`config.mk`:
```
export PLATFORM = sky130hd
export DESIGN_NAME = csf_cell
export DESIGN_NICKNAME = d
export VERILOG_FILES = /design/src/csf_pkg.sv /design/src/csf_cell.sv
export SDC_FILE = /design/constraint.sdc
export NUM_CORES = 1
export LEC_CHECK = 0
export BUFFER_PORTS_ARGS = -buffer_cell sky130_fd_sc_hd__buf_2
export CORE_ASPECT_RATIO = 0.5
export CORE_UTILIZATION = 47
export DETAILED_ROUTE_END_ITERATION = 8
export GPL_ROUTABILITY_DRIVEN = 0
export GPL_TIMING_DRIVEN = 0
export HOLD_SLACK_MARGIN = 0.1
export PLACE_DENSITY = 0.75
export SYNTH_ARGS = -nofsm -noshare
export SYNTH_HDL_FRONTEND = slang
export SYNTH_SLANG_ARGS = --single-unit
```
`constraint.sdc`:
```
create_clock -name clk -period 2.44 [get_ports clk]
set_input_delay 0.366 -clock clk [delete_from_list [all_inputs] [get_ports clk]]
set_output_delay 0.366 -clock clk [all_outputs]
set_load 0.05 [all_outputs]
```
`src/csf_pkg.sv`:
```
// ---------------------------------------------------------------------------
// Conservative smoothing filter package
// Shared types and register index codes of the filter.
// ---------------------------------------------------------------------------
`timescale 1ns / 1ps
`default_nettype none

package csf_pkg;

  localparam logic [2:0] REG_FRAME_WIDTH  = 3'd0;
  localparam logic [2:0] REG_FRAME_HEIGHT = 3'd1;
  localparam logic [2:0] REG_WINDOW_SIZE  = 3'd2;
  localparam logic [2:0] REG_AREA_LEFT    = 3'd3;
  localparam logic [2:0] REG_AREA_TOP     = 3'd4;
  localparam logic [2:0] REG_AREA_WIDTH   = 3'd5;
  localparam logic [2:0] REG_AREA_HEIGHT  = 3'd6;

  localparam int CFG_DATA_BITS = 11;

  typedef struct packed {
    logic clr;
    logic load;
    logic shift;
  } cell_ctl_t;

endpackage

`default_nettype wire

```
`src/csf_cell.sv`:
```
// ---------------------------------------------------------------------------
// Conservative smoothing filter cell
// Keeps the running minimum and maximum of one window row and merges the
// result of its left neighbor during the reduction pass.
// ---------------------------------------------------------------------------
`timescale 1ns / 1ps
`default_nettype none

module csf_cell
  import csf_pkg::*;
#(
  parameter int SAMPLE_BITS = 16
) (
  input  wire logic                          clk,
  input  wire logic                          rst_n,
  input  wire cell_ctl_t                     ctl,
  input  wire logic                          sel,
  input  wire logic signed [SAMPLE_BITS-1:0] sample,
  input  wire logic                          left_found,
  input  wire logic signed [SAMPLE_BITS-1:0] left_mn,
  input  wire logic signed [SAMPLE_BITS-1:0] left_mx,
  output logic                               found,
  output logic signed [SAMPLE_BITS-1:0]      mn,
  output logic signed [SAMPLE_BITS-1:0]      mx
);

  logic                          found_r;
  logic                          found_nxt;
  logic signed [SAMPLE_BITS-1:0] mn_r;
  logic signed [SAMPLE_BITS-1:0] mn_nxt;
  logic signed [SAMPLE_BITS-1:0] mx_r;
  logic signed [SAMPLE_BITS-1:0] mx_nxt;

  always_comb begin
    found_nxt = found_r;
    mn_nxt    = mn_r;
    mx_nxt    = mx_r;
    if (ctl.clr) begin
      found_nxt = 1'b0;
    end else if (ctl.load && sel) begin
      found_nxt = 1'b1;
      mn_nxt    = (!found_r || sample < mn_r) ? sample : mn_r;
      mx_nxt    = (!found_r || sample > mx_r) ? sample : mx_r;
    end else if (ctl.shift && left_found) begin
      found_nxt = 1'b1;
      mn_nxt    = (!found_r || left_mn < mn_r) ? left_mn : mn_r;
      mx_nxt    = (!found_r || left_mx > mx_r) ? left_mx : mx_r;
    end
  end

  always_ff @(posedge clk) begin
    if (!rst_n) begin
      found_r <= 1'b0;
    end else begin
      found_r <= found_nxt;
    end
    mn_r <= mn_nxt;
    mx_r <= mx_nxt;
  end

  assign found = found_r;
  assign mn    = mn_r;
  assign mx    = mx_r;

endmodule

`default_nettype wire

```
==> results of run 1 <==
cells by family (layout without fill, tap and decap cells):
family | count (synthesis) | in the layout | synth area share [%]
compound gates | 53 | 55 | 12.3
fa+ha+maj | 62 | 62 | 27.2
buf+inv | 44 | 142 | 5.79
flops | 33 | 33 | 34.4
mux | 1 | 1 | 0.395
simple gates | 128 | 128 | 20.0
flip-flops by register name, indices dropped and copies added (netlist names):
name	count
mx	16
mn	16
found	1
worst paths after layout:
path | to | slack (ns) | startpoint | depth (start not counted)
hold / removal | found | 0.32 | ctl[2] | 2
setup / recovery | mn[7] | 0.005 | mn[2] | 8
hold reg to reg | found | 0.58 | found | 2
setup reg to reg | mn[7] | 0.005 | mn[2] | 8
cells in the mapped netlist (all sizes together):
cell and instances:
o21ai 13, a211oi 4, edfxtp 32, a211o 2, a21o 5, o22ai 1
nand2b 3, a311o 1, nor4bb 1, nor3b 2, o21bai 1, nor3 3
or2b 1, and3 1, o21a 2, a32o 1, nor4 1, nor2 8
and2 1, nand3b 1, nand4 12, o31ai 1, nor2b 4, a21oi 14
dfxtp 1, ha 62, mux2 1, a2111oi 2, a31oi 1, inv 39
and4 1, a221o 1, nand2 85, a2111o 1, a22o 1, nand3 4
o211ai 2, clkbuf 5
stage by stage:
stage / worst slack (ns) / instance area, sq um / hold slack, ns / total power [W] / utilization (%)
global placement: -0.165 / 3390 / 0.547 / 0.00129 / 60.0
global route: -0.0405 / 3650 / 0.321 / 0.00207 / 64.5
CTS: 0.00826 / 3610 / 0.295 / 0.00195 / 63.7
floorplan: -0.174 / 2870 / 0.442 / 0.00112 / -
finish: 0.00497 / 3650 / 0.321 / 0.00197 / 64.5
detailed placement: -0.237 / 3390 / 0.559 / 0.00132 / 60.0
area by class of cell:
type	count	area share, %
clock inverter	2	0.274
timing repair buffer	90	12.6
tap	73	2.50
inverter	39	4.01
multi-input combinational	246	49.7
buffer	5	0.515
sequential	33	26.9
clock buffer	6	3.53
power groups by stage:
stage | sequential, W | clock [W] | combinational [W]
after global routing | 0.000704 | 0.000645 | 0.000720
after CTS | 0.000700 | 0.000619 | 0.000633
final | 0.000701 | 0.000610 | 0.000664
after floorplan | 0.000845 | 0 | 0.000271
after global placement | 0.000710 | 0 | 0.000580
after detailed placement | 0.000711 | 0 | 0.000605
routing by layer:
metal | GRT usage, % | vias to the layer above
li1 | - | 1350
met1 | 36.2 | 1320
met2 | 45.2 | 165
met3 | 7.01 | 28
met4 | 9.14 | 0
met5 | 0 | -
placed cells by master, fill, tap and decap left out, types with 6 or more instances in the layout:
cell,count
inv_1,38
nand4_1,12
clkbuf_1,6
ha_1,61
o21ai_0,11
nor2_1,8
a21oi_1,14
buf_2,87
nand2_1,85
edfxtp_1,32
timing repair:
action | in CTS | in global routing
pin swaps | 4 | 3
endpoints found under the setup margin | 32 | 32
gates resized for setup | 8 | 5
cloned | 1 | 1
buffers inserted | 1 | 2
worst reg2reg max path, cell delays in order (launching register included):
cell,delay (ns)
edfxtp_1,0.41
inv_2,0.10
ha_4,0.20
a211o_1,0.29
a31oi_4,0.21
o31ai_4,0.09
a211oi_2,0.24
mux2_4,0.34
a22o_4,0.29
==> key figures, run 1 <==
Status
  – Status: finished, violations left
  – Failing checks: DRC

Timing
  – Final Setup Violations: 0
  – Crit share post-route: 99.8%
  – Pins Over Slew Limit: 0
  – F_max: 411 MHz
  – Setup TNS: 0 ns
  – Fin crit period: 2.44 ns
  – Clk_skew: 0.00408 ns
  – Worst slew pin tran: 0.574 ns
  – Worst rel slew slack: between 60% and 70%
  – Final Hold Vio Count: 0
  – Unrepaired setup endpoints after global routing: yes

Synthesis
  – Synth top area share: 33.7%
  – Ys Warns: 0
  – Synth Register Bits: 33
  – Synth area leader: edfxtp_1
  – Post-synthesis sequential area ratio: 34.4%
  – Mapped Cells: 321
  – Syn Area/Cell: 8.89 sq um
  – Post-synthesis net count: about 440
  – Top cells by area, synth: edfxtp_1 34%, ha_1 27%, nand2_1 11%
  – Netlist cell types: 39
  – Post-synthesis cell area: about 2900 sq um

Cells and area
  – FF/Latch Area: 981 sq um
  – Fillers: 474
  – Area occupied by multi-input gates: 1810 sq um
  – P&R area growth vs syn: 27.8%
  – Ant. Diodes: 0
  – Fin nets: 537
  – Fin cells: 494
  – Share of cells above drive strength 1: 25.9%

Worst setup path
  – Slowest CP cell: edfxtp_1
  – Worst setup SP type: register
  – Critical path's top delay family: compound AO/OA/AOI/OAI gates
  – CP Buf/Inv Count: 1
  – Critical Path RT: ~2.5 ns
  – Crit end category: register
  – Crit path largest cell delay: 0.41 ns
  – Crit path cell chain: inv_2 -> ha_4 -> a211o_1 -> a31oi_4 -> o31ai_4 -> a211oi_2 -> mux2_4 -> a22o_4
  – CP max FO: 8
  – Kind of critical path: reg -> reg
  – Arr. time, crit path: about 2.5 ns

Run
  – Max Cap Violations: 0

GRT
  – Vias in the first global route: 2770
  – Grt total ovfl: 0
  – Largest net degree at the start of global routing: 17
  – Global-route usage over all layers: 27.5%
  – Global-route wire length before repair: 13.4 mm
  – Initial antenna violation count: 0

Placed design
  – IO buf count: 87
  – Placed insts: ~480
  – Post-DP HPWL: 6.65 mm

Route
  – Via count: 2863
  – Met1 WL: 3.74 mm
  – DRC violation count after routing: 5
  – Router iterations before antenna repair: 7
  – Routed wl met2: 3.74 mm
  – WL final: 8.62 mm
  – Top sig layer: met4
  – Mean routed wirelength per cell: 17.5 microns
  – Routed Antenna Nets: 0
  – Drt initial violations: ~210
  – WL met3: a little under 900 microns
  – DR vias/cell: 5.80

Clocking
  – CTS Buf Count: 5
  – Maximum root-to-sink buffer count: 2
  – Worst-Skew Late Latency: 0.28 ns
  – # H-tree levels: 2
  – Root buffer selected by CTS: clkbuf_16
  – Clk slew on worst S/H paths: 0.06 ns
  – # hold bufs at CTS: 0
  – TritonCTS clock tree: yes
  – Clock sink total: 33

Pwr
  – Net switching fraction of the power: a little over a third
  – Sw power: 0.000696 W
  – Lkg Pwr: 1.91 nW
  – P_int: roughly 0.0013 W
  – VDD IR max: roughly 0.27 mV
  – Clock power frac: just over 30%
  – Register share of total power: 35.5%
  – PwrDens: ~540 nW/um^2
  – Combinational Power Share: 33.6%

Die
  – Core Footprint: roughly 5700 sq um
  – Die height: roughly 57 microns
  – I/O pins: 88
  – Die ar.: 6410 sq um
  – Die Span X: 112 microns
  – Initial Util: 50.4%
  – Core Rows: 19

Hold path
  – Class of the worst hold path: in -> reg
Power figures use the tool's default switching activity.
==> run 2: changes to the inputs <==
- CORE_MARGIN: not set -> 5
- SLEW_MARGIN: not set -> 10
- clock period: 2.44 -> 2.13 ns (I/O delays scaled with it)
==> key figures, run 2 (synthesized netlist as in run 1, its figures left out) <==
Status
  – Status: finished, violations left (unchanged)
  – Failing checks: setup timing (was DRC)

Clocking
  – TritonCTS clock tree: yes (unchanged)
  – Worst-Skew Late Latency: 0.28 ns (about the same)
  – # H-tree levels: 2 (unchanged)
  – CTS Buf Count: 5 (unchanged)
  – Maximum root-to-sink buffer count: 2 (unchanged)
  – Clk slew on worst S/H paths: 0.05 ns (was 0.06 ns)
  – Clock sink total: 33 (unchanged)
  – Root buffer selected by CTS: clkbuf_16 (unchanged)

Timing
  – Unrepaired setup endpoints after global routing: yes (unchanged)
  – Final Setup Violations: 32 (was 0)
  – Clk_skew: 0.00574 ns (was 0.00408 ns)
  – Setup TNS: -8.48 ns (was 0 ns)
  – F_max: 413 MHz (was 411 MHz)
  – Fin crit period: 2.42 ns (was 2.44 ns)
  – Worst rel slew slack: 57.1% (was 61.8%)
  – Final Hold Vio Count: 0 (unchanged)
  – Worst slew pin tran: 0.644 ns (was 0.574 ns)
  – Crit share post-route: 114% (was 99.8%)
  – Pins Over Slew Limit: 0 (unchanged)
  – Fin worst setup slack: -0.290 ns (was 0.00497 ns)

Die
  – Core Footprint: 5980 sq um (was 5660 sq um)
  – Die Span X: 120 microns (was 112 microns)
  – Initial Util: 47.7% (was 50.4%)
  – I/O pins: 88 (unchanged)
  – Die ar.: 7830 sq um (was 6410 sq um)
  – Die height: 65.1 microns (was 57.1 microns)
  – Core Rows: 20 (was 19)

Route
  – Routed Antenna Nets: 0 (unchanged)
  – Router iterations before antenna repair: 4 (was 7)
  – Drt initial violations: 163 (was 208)
  – Via count: 2731 (was 2863)
  – DRC violation count after routing: 0 (was 5)
  – DR vias/cell: 5.46 (was 5.80)
  – WL final: 8.45 mm (was 8.62 mm)
  – Mean routed wirelength per cell: 16.9 microns (was 17.5 microns)

Cells and area
  – P&R area growth vs syn: 29.9% (was 27.8%)
  – Fin util: 62.0% (was 64.5%)
  – Most frequent cells in the layout: 87 x buf_2, 85 x nand2_1, 60 x ha_1 (was 87 x buf_2, 85 x nand2_1, 61 x ha_1)
  – Fin nets: 539 (was 537)
  – Share of cells above drive strength 1: 27.0% (was 25.9%)
  – Fin cells: 500 (was 494)
  – Ant. Diodes: 0 (unchanged)
  – Most common cell after layout, fill and taps aside: buf_2 (unchanged)
  – FF/Latch Area: 981 sq um (unchanged)
  – Fillers: 522 (was 474)
  – Area occupied by multi-input gates: 1800 sq um (was 1810 sq um)

Hold path
  – Class of the worst hold path: in -> reg (unchanged)

Pwr
  – P_int: 0.00148 W (was 0.00128 W)
  – PwrDens: 614 nW/um^2 (was 541 nW/um^2)
  – Register share of total power: 35.2% (was 35.5%)
  – Sw power: 0.000796 W (was 0.000696 W)
  – VDD IR max: 0.291 mV (was 0.269 mV)
  – Net switching fraction of the power: 35.0% (was 35.3%)
  – Lkg Pwr: 1.93 nW (was 1.91 nW)
  – Combinational Power Share: 33.5% (was 33.6%)
  – Clock power frac: 31.3% (was 30.9%)

Worst setup path
  – Crit path largest cell delay: 0.40 ns (was 0.41 ns)
  – Crit path cell chain: inv_2 -> ha_4 -> a211o_1 -> a31oi_1 -> o31ai_2 -> a211oi_2 -> mux2_4 -> a22o_4 (was inv_2 -> ha_4 -> a211o_1 -> a31oi_4 -> o31ai_4 -> a211oi_2 -> mux2_4 -> a22o_4)
  – CP Buf/Inv Count: 1 (unchanged)
  – CP max FO: 8 (unchanged)
  – Worst setup SP type: register (unchanged)
  – Crit end category: register (unchanged)
  – Arr. time, crit path: 2.44 ns (was 2.46 ns)
  – Critical path's top delay family: compound AO/OA/AOI/OAI gates (unchanged)
  – Kind of critical path: reg -> reg (unchanged)
  – Slowest CP cell: edfxtp_1 (unchanged)
  – Reg2reg setup slack: -0.29 ns (was 0.005 ns)
  – Critical Path RT: 2.16 ns (was 2.46 ns)

GRT
  – Largest net degree at the start of global routing: 11 (was 17)
  – Initial antenna violation count: 0 (unchanged)
  – Grt total ovfl: 0 (unchanged)
  – Vias in the first global route: 2668 (was 2770)
  – Global-route usage over all layers: 21.3% (was 27.5%)
  – Global-route wire length before repair: 13.0 mm (was 13.4 mm)

Run
  – Max Cap Violations: 0 (unchanged)

Placed design
  – Placed insts: 485 (was 481)
  – IO buf count: 87 (unchanged)
  – Post-DP HPWL: 6.37 mm (was 6.65 mm)
  – Placement Setup Slack: -0.385 ns (was -0.237 ns)
[run 2: cell types whose count changed in the layout (fill, tap and decap cells not counted), sizes merged]
cell	change
buf	+3
a32o	-1
[run 2: cell type report]
type | count | share of cell area (%)
Multi-Input combinational cell | 245 | 48.5
Sequential cell | 33 | 26.5
Inverter | 39 | 3.95
Clock buffer | 6 | 3.48
Timing Repair Buffer | 93 | 14.2
Buffer | 5 | 0.506
Clock inverter | 2 | 0.270
Tap cell | 77 | 2.60
[run 2: stage by stage]
step | hold WS [ns] | total power, W | cell area (sq um)
after global routing | 0.286 | 0.00239 | 3710
after global placement | 0.552 | 0.00148 | 3400
after detailed placement | 0.547 | 0.00149 | 3400
after CTS | 0.265 | 0.00225 | 3680
after floorplan | 0.396 | 0.00128 | 2870
final | 0.289 | 0.00228 | 3710
[run 2: final timing paths]
path                              from  depth (start not counted)    end
worst max-delay path             mn[2]                          8  mn[6]
worst min-delay path            ctl[2]                          2  found
worst max register to register   mn[2]                          8  mn[6]
worst min register to register   found                          2  found
[run 2: repair_timing]
action	4_1_cts	5_1_grt
pin swaps	11	8
setup buffers	4	1
hold buffers	0	0
setup endpoints to repair	32	32
gates cloned	2	0
resized for setup	10	3
[run 2: worst reg2reg max path, delay by kind of cell (launching register included)]
kind | cells | cell delay [ns]
muxes | 1 | 0.35
buffers and inverters | 1 | 0.10
AOI/OAI and AO/OA | 5 | 1.11
DFF | 1 | 0.40
adders and majority gates | 1 | 0.20
[run 2: power groups by stage]
stage / Sequential, W / Combinational, W / Clock [W]
2_1_floorplan: 0.000968 / 0.000311 / 0
3_3_place_gp: 0.000813 / 0.000671 / 0
3_5_place_dp: 0.000814 / 0.000680 / 0
4_1_cts: 0.000801 / 0.000740 / 0.000704
5_1_grt: 0.000806 / 0.000840 / 0.000744
6_report: 0.000801 / 0.000763 / 0.000712
[run 2: layer usage]
layer	GRT usage [%]	vias to the layer above	part of all wire [%]
met1	29.4	1270	46
met2	35.3	92	45
li1	-	1353	-
met5	0	-	0
met4	5.56	0	1.6
met3	3.35	16	7.3
